<file path="config.mk">
export PLATFORM = sky130hd
export DESIGN_NAME = rbngc_ctrl
export DESIGN_NICKNAME = d
export VERILOG_FILES = /design/src/design/rbngc_pkg.sv /design/src/design/rbngc_ctrl.sv
export SDC_FILE = /design/constraint.sdc
export NUM_CORES = 1
export LEC_CHECK = 0
export BUFFER_PORTS_ARGS = -buffer_cell sky130_fd_sc_hd__buf_2
export CAP_MARGIN = 20
export CORE_MARGIN = 2
export CORE_UTILIZATION = 56
export DETAILED_ROUTE_END_ITERATION = 6
export GPL_TIMING_DRIVEN = 1
export HOLD_SLACK_MARGIN = 0.03
export PLACE_DENSITY = 0.95
export SLEW_MARGIN = 20
export SYNTH_ARGS = -nofsm -noshare
export SYNTH_HDL_FRONTEND = slang
export SYNTH_SLANG_ARGS = --single-unit
</file>
<file path="constraint.sdc">
create_clock -name clock -period 7.05 [get_ports clock]
set_input_delay 1.7625 -clock clock [delete_from_list [all_inputs] [get_ports clock]]
set_output_delay 1.7625 -clock clock [all_outputs]
set_load 0.02 [all_outputs]
</file>
<file path="src/design/rbngc_pkg.sv">
`timescale 1ns / 1ps
package rbngc_pkg;
   localparam int MAX_POINTS = 1024;
   localparam int MAX_GROUPS = 8;
   localparam int MAX_BINS   = 4;
   localparam int IDX_W   = 10;
   localparam int CNT_W   = 11;
   localparam int POS_W   = 20;
   localparam int GRP_W   = 3;
   localparam int BIN_W   = 2;
   localparam int TAL_W   = 10;
   localparam int RAD_W   = 43;
   localparam int DIF_W   = 21;
   localparam int SQ_W    = 42;
   localparam int NTAL    = MAX_GROUPS * MAX_BINS;
   localparam int TIDX_W  = 5;
   localparam logic [TAL_W-1:0] TAL_MAX = '1;

   localparam logic [1:0] MODE_LOAD  = 2'd0;
   localparam logic [1:0] MODE_QUERY = 2'd1;
   localparam logic [1:0] MODE_CLEAR = 2'd2;

   localparam logic [2:0] CSR_NUM_GROUPS = 3'd0;
   localparam logic [2:0] CSR_NUM_BINS   = 3'd1;
   localparam logic [2:0] CSR_RADIUS_0   = 3'd2;
   localparam logic [2:0] CSR_RADIUS_3   = 3'd5;

   typedef struct packed {
      logic             load;
      logic             clear;
      logic             fetch_q;
      logic             latch_q;
      logic             scan_rd;
      logic [IDX_W-1:0] scan_idx;
      logic             tally_clr;
      logic             out_load;
      logic             out_err;
      logic [GRP_W-1:0] out_grp;
      logic [BIN_W-1:0] out_bin;
      logic             out_last;
   } cmd_type;

   typedef struct packed {
      logic [CNT_W-1:0] count;
      logic             pipe_busy;
   } stat_type;
endpackage

</file>
<file path="src/design/rbngc_ctrl.sv">
`timescale 1ns / 1ps
module rbngc_ctrl
   import rbngc_pkg::*;
(
   input  logic             clock,
   input  logic             reset,
   input  logic             req_valid,
   output logic             req_ready,
   input  logic [1:0]       req_mode,
   input  logic [GRP_W-1:0] req_group_label,
   input  logic [IDX_W-1:0] req_query_index,
   input  logic [GRP_W:0]   ng,
   input  logic [BIN_W:0]   nb,
   input  logic             rsp_valid,
   input  logic             rsp_ready,
   input  stat_type         stat,
   output cmd_type          cmd
);
   localparam logic [2:0] ST_IDLE  = 3'd0;
   localparam logic [2:0] ST_QRD   = 3'd1;
   localparam logic [2:0] ST_SCAN  = 3'd2;
   localparam logic [2:0] ST_DRAIN = 3'd3;
   localparam logic [2:0] ST_EMIT  = 3'd4;
   localparam logic [2:0] ST_ERR   = 3'd5;

   logic [2:0]       state_ff, state_in;
   logic [CNT_W-1:0] idx_ff, idx_in;
   logic [GRP_W-1:0] g_ff, g_in;
   logic [BIN_W-1:0] b_ff, b_in;
   logic             acc, slot_free, g_end, b_end;

   assign req_ready = (state_ff == ST_IDLE);
   assign acc       = req_valid && req_ready;
   assign slot_free = !rsp_valid || rsp_ready;
   assign g_end     = ({1'b0, g_ff} == ng - (GRP_W+1)'(1));
   assign b_end     = ({1'b0, b_ff} == nb - (BIN_W+1)'(1));

   always_comb begin
      state_in = state_ff;
      idx_in   = idx_ff;
      g_in     = g_ff;
      b_in     = b_ff;
      cmd      = '0;
      cmd.scan_idx = idx_ff[IDX_W-1:0];
      cmd.out_grp  = g_ff;
      cmd.out_bin  = b_ff;
      cmd.out_last = g_end && b_end;
      unique case (state_ff)
         ST_IDLE: begin
            if (acc) begin
               priority if (req_mode == MODE_LOAD) begin
                  cmd.load = (stat.count < CNT_W'(MAX_POINTS)) &&
                             ({1'b0, req_group_label} < ng);
               end else if (req_mode == MODE_CLEAR) begin
                  cmd.clear = 1'b1;
               end else if (req_mode == MODE_QUERY) begin
                  if ({1'b0, req_query_index} >= stat.count) begin
                     state_in = ST_ERR;
                  end else begin
                     cmd.fetch_q   = 1'b1;
                     cmd.tally_clr = 1'b1;
                     state_in      = ST_QRD;
                  end
               end else begin
                  state_in = ST_IDLE;
               end
            end
         end
         ST_QRD: begin
            cmd.latch_q = 1'b1;
            idx_in      = '0;
            state_in    = ST_SCAN;
         end
         ST_SCAN: begin
            cmd.scan_rd = 1'b1;
            idx_in      = idx_ff + CNT_W'(1);
            if (idx_in == stat.count) state_in = ST_DRAIN;
         end
         ST_DRAIN: begin
            // wait for the last point to reach the tally
            if (!stat.pipe_busy) begin
               g_in     = '0;
               b_in     = '0;
               state_in = ST_EMIT;
            end
         end
         ST_EMIT: begin
            if (slot_free) begin
               cmd.out_load = 1'b1;
               if (b_end) begin
                  b_in = '0;
                  g_in = g_ff + GRP_W'(1);
                  if (g_end) state_in = ST_IDLE;
               end else begin
                  b_in = b_ff + BIN_W'(1);
               end
            end
         end
         ST_ERR: begin
            if (slot_free) begin
               cmd.out_load = 1'b1;
               cmd.out_err  = 1'b1;
               cmd.out_grp  = '0;
               cmd.out_bin  = '0;
               cmd.out_last = 1'b1;
               state_in     = ST_IDLE;
            end
         end
         default: state_in = ST_IDLE;
      endcase
   end

   always_ff @(posedge clock) begin
      if (reset) begin
         state_ff <= ST_IDLE;
      end else begin
         state_ff <= state_in;
      end
      idx_ff <= idx_in;
      g_ff   <= g_in;
      b_ff   <= b_in;
   end

`ifndef SYNTHESIS
   a_scan_bound: assert property (@(posedge clock) disable iff (reset)
      state_ff == ST_SCAN |-> idx_ff < stat.count) else $error("scan past count");
   a_emit_end: assert property (@(posedge clock) disable iff (reset)
      (state_ff == ST_EMIT && cmd.out_load && cmd.out_last) |=> state_ff == ST_IDLE)
      else $error("emit did not finish");
   a_err_once: assert property (@(posedge clock) disable iff (reset)
      cmd.out_err |-> cmd.out_last) else $error("error result without last");
`endif
endmodule
</file>
==> insert_results.sql <==
INSERT INTO impl_metrics (metric_group, metric, value, unit) VALUES
('timing', 'rsz0062_at_grt', 'false', ''),
('global_routing', 'global_route_wire_length_before_repair', '7260', 'um'),
('worst_setup_path', 'max_fanout_on_critical_path', '2', ''),
('global_routing', 'grt_antenna_before_repair', '0', ''),
('timing', 'slew_violations', '0', ''),
('synthesis', 'yosysSeqAreaShare', '27.3', '%'),
('hold_path', 'hold_path_depth', '1', ''),
('clock_tree', 'path_clk_slew', '110', 'ps'),
('worst_setup_path', 'ff2ff_setup_slack', '4650', 'ps'),
('global_routing', 'track_usage', '22.4', '%'),
('clock_tree', 'worst_skew_pair.late_latency', '320', 'ps'),
('timing', 'fmax', '0.197', 'GHz'),
('synthesis', 'synth_area_leaders', 'edfxtp_1 (24%), ha_1 (10%), xnor2_1 (7.1%), inv_1 (4.4%), buf_4 (4.2%)', ''),
('route', 'detail_route.drc_violations', '0', ''),
('synthesis', 'ffs_latches_synth', '19', ''),
('worst_setup_path', 'worst-endpoint-required', '5290', 'ps'),
('clock_tree', 'cts.repair_timing.setup_buffer_count', '0', ''),
('pwr', 'total_power', '0.000380', 'W'),
('placed_design', 'placedCellCount', '326', ''),
('synthesis', 'synth.distinct_cells', '44', ''),
('worst_setup_path', 'cpMaxStageDelayCell', 'ha_1', ''),
('synthesis', 'synth_area_per_cell', '8.43', 'um2'),
('cells_and_area', 'nets', '340', ''),
('synthesis', 'netlist.top_cell.by_area', 'edfxtp_1', ''),
('hold_path', 'min_to', 'g_ff[0]$_SDFFCE_PN0P_', ''),
('flow_run', 'drv.max_cap_violation_count', '0', ''),
('timing', 'finalSetupViolCount', '0', ''),
('route', 'route.detailed.wl_per_inst', '13.2', 'um'),
('floorplanning', 'dieWidth', '63.5', 'um'),
('floorplanning', 'die_area', '4030', 'um2'),
('timing', 'tightest_slew', '542', 'ps'),
('worst_setup_path', 'r2r_start', 'idx_ff[0]$_SDFFCE_PN0P_', ''),
('hold_path', 'worst_hold_startpoint', 'g_ff[0]$_SDFFCE_PN0P_', ''),
('worst_setup_path', 'worst_ep_arrival_time', '3310', 'ps'),
('synthesis', 'synth_async_sr_flop_share', '0', '%'),
('worst_setup_path', 'worst-setup-path-type', 'input pin to primary output', ''),
('hold_path', 'holdCritPathClass', 'flip-flop to flip-flop', ''),
('pwr', 'max-vdd-ir-drop', '0.127', 'mV'),
('worst_setup_path', 'end_kind', 'primary output', ''),
('synthesis', 'synth.net_count', '290', ''),
('clock_tree', 'cts-buffers-inserted', '3', ''),
('global_routing', 'first_global_vias', '1645', ''),
('clock_tree', 'clockBufferDepth', '2', ''),
('cells_and_area', 'finalNonFillerCells', '330', ''),
('worst_setup_path', 'cp-startpoint', 'stat[2]', ''),
('placed_design', 'worst_setup_slack_before_clock_tree_synthesis', '1980', 'ps'),
('timing', 'period_share', '71.9', '%'),
('clock_tree', 'cts-resized-gates', '0', ''),
('route', 'via_count', '1885', ''),
('floorplanning', 'start_util', '58.9', '%'),
('global_routing', 'grt_max_degree', '15', ''),
('cells_and_area', 'drive_gt1_share', '25.7', '%'),
('floorplanning', 'fp-row-count', '21', ''),
('cells_and_area', 'antenna_cells', '0', ''),
('timing', 'setup_ws', '1980', 'ps'),
('clock_tree', 'tritoncts_clock_tree', 'done', ''),
('route', 'maxUsedRoutingLayer', 'met4', ''),
('synthesis', 'synth_top_cell_area_share', '24.2', '%'),
('timing', 'setup_tns', '0', 'ps'),
('route', 'drt_pass1_iterations', '4', ''),
('worst_setup_path', 'delay_contributed_by_the_slowest_stage_of_the_critical_path', '270', 'ps'),
('status', 'outcome', 'finished clean', ''),
('placed_design', 'gp_weighted_congestion', '0.884', ''),
('route', 'dr_wl_met3', '282', 'um'),
('placed_design', 'dpl-instance-area', '2240', 'um2'),
('worst_setup_path', 'setup.worst_path.start_class', 'input pin', ''),
('route', 'drt_first_iter_violations', '111', ''),
('floorplanning', 'placeable_core_region', '3360', 'um2'),
('placed_design', 'dp_hpwl', '3500', 'um'),
('route', 'routed_wl', '4360', 'um'),
('global_routing', 'globalRouteOverflowTotal', '0', '');
==> per-layer routing <==
metal | GRT usage, % | up-vias
met1 | 29.6 | 860
met4 | 11.4 | 0
met2 | 36.3 | 81
li1 | - | 936
met3 | 2.32 | 8
met5 | 0 | -
==> worst max-delay path: cells and delay by family <==
family	cells	cell delay, ps
adder cells (fa/ha/maj)	1	270
AND/OR/NAND/NOR	2	340
buffers and inverters	3	340
AO/OA/AOI/OAI	4	590
==> power by group <==
group          switching (W)  leakage, nW  internal, W
logic              0.0000905        0.799    0.0000644
clock network      0.0000382       0.0177    0.0000212
registers          0.0000263        0.174     0.000139
==> worst max path at each step <==
stage                     endpoint  slack [ps]  cells past startpoint
after global routing        cmd[8]        1790                     10
after floorplan            cmd[21]        1760                      9
final                       cmd[8]        1980                     10
after global placement     cmd[21]        2020                     10
after detailed placement   cmd[21]        1980                     10
after CTS                  cmd[21]        1970                     10
==> cells in the mapped netlist (4+ instances only) <==
cell type,instances
inv_1,23
edfxtp_1,16
ha_1,16
nor2_1,16
xnor2_1,16
nor3_1,14
nand2_1,12
buf_4,11
a21oi_1,9
and2_1,9
nand4_1,7
o21ai_0,7
xor2_1,7
nor2b_1,6
nand3_1,5
nor4_1,5
o21a_1,5
clkbuf_1,4
nor3b_1,4
==> cells by family after synthesis <==
kind of cell / share of synthesized area [%]
xor+xnor: 10.2
mux: 0.505
compound gates: 14.6
fa+ha+maj: 10.1
flops: 27.3
buf+inv: 10.0
simple gates: 27.3
==> state kept, by name (all words and copies together), names as in the netlist <==
register and flops:
b_ff 2, g_ff 3, idx_ff 11, state_ff 3
==> cells in the final DEF (no fill, tap or decap), drive strengths merged <==
| cell type | instances |
|---|---|
| buf | 63 |
| inv | 23 |
| nor2 | 16 |
| xnor2 | 16 |
| ha | 16 |
| edfxtp | 16 |
| nor3 | 14 |
| nand2 | 12 |
| a21oi | 9 |
| and2 | 9 |
| o21ai | 8 |
| nand4 | 8 |
| xor2 | 7 |
| nor2b | 6 |
| nand3 | 6 |
| nor4 | 6 |
| o21a | 5 |
| nor3b | 4 |
| or3 | 3 |
| a31oi | 3 |
| and3 | 3 |
| clkbuf | 3 |
| dfxtp | 3 |
| nand2b | 2 |
| nand3b | 2 |
| nand4b | 2 |
| o31ai | 2 |
| o32ai | 2 |
| o211ai | 2 |
| a2111oi | 2 |
| o31a | 2 |
| a211oi | 2 |
| o21bai | 1 |
| or2 | 1 |
| a211o | 1 |
| a221oi | 1 |
| o2bb2ai | 1 |
| mux2i | 1 |
| clkinv | 1 |
==> layout make-up <==
type | instances | area (um2)
tap | 46 | 57.6
fill | 289 | 1090
timing repair buffer | 63 | 315
sequential | 19 | 541
multi-input combinational | 175 | 1240
clock buffer | 3 | 22.5
clock inverter | 1 | 5.00
inverter | 23 | 86.3
==> per-stage QoR <==
stage          hold WS [ps]  util [%]
6_report                650      67.5
5_1_grt                 701      67.5
4_1_cts                 657      67.5
3_5_place_dp            641      66.7
3_3_place_gp            634      66.7
2_1_floorplan           553         -
Power figures use the tool's default switching activity.
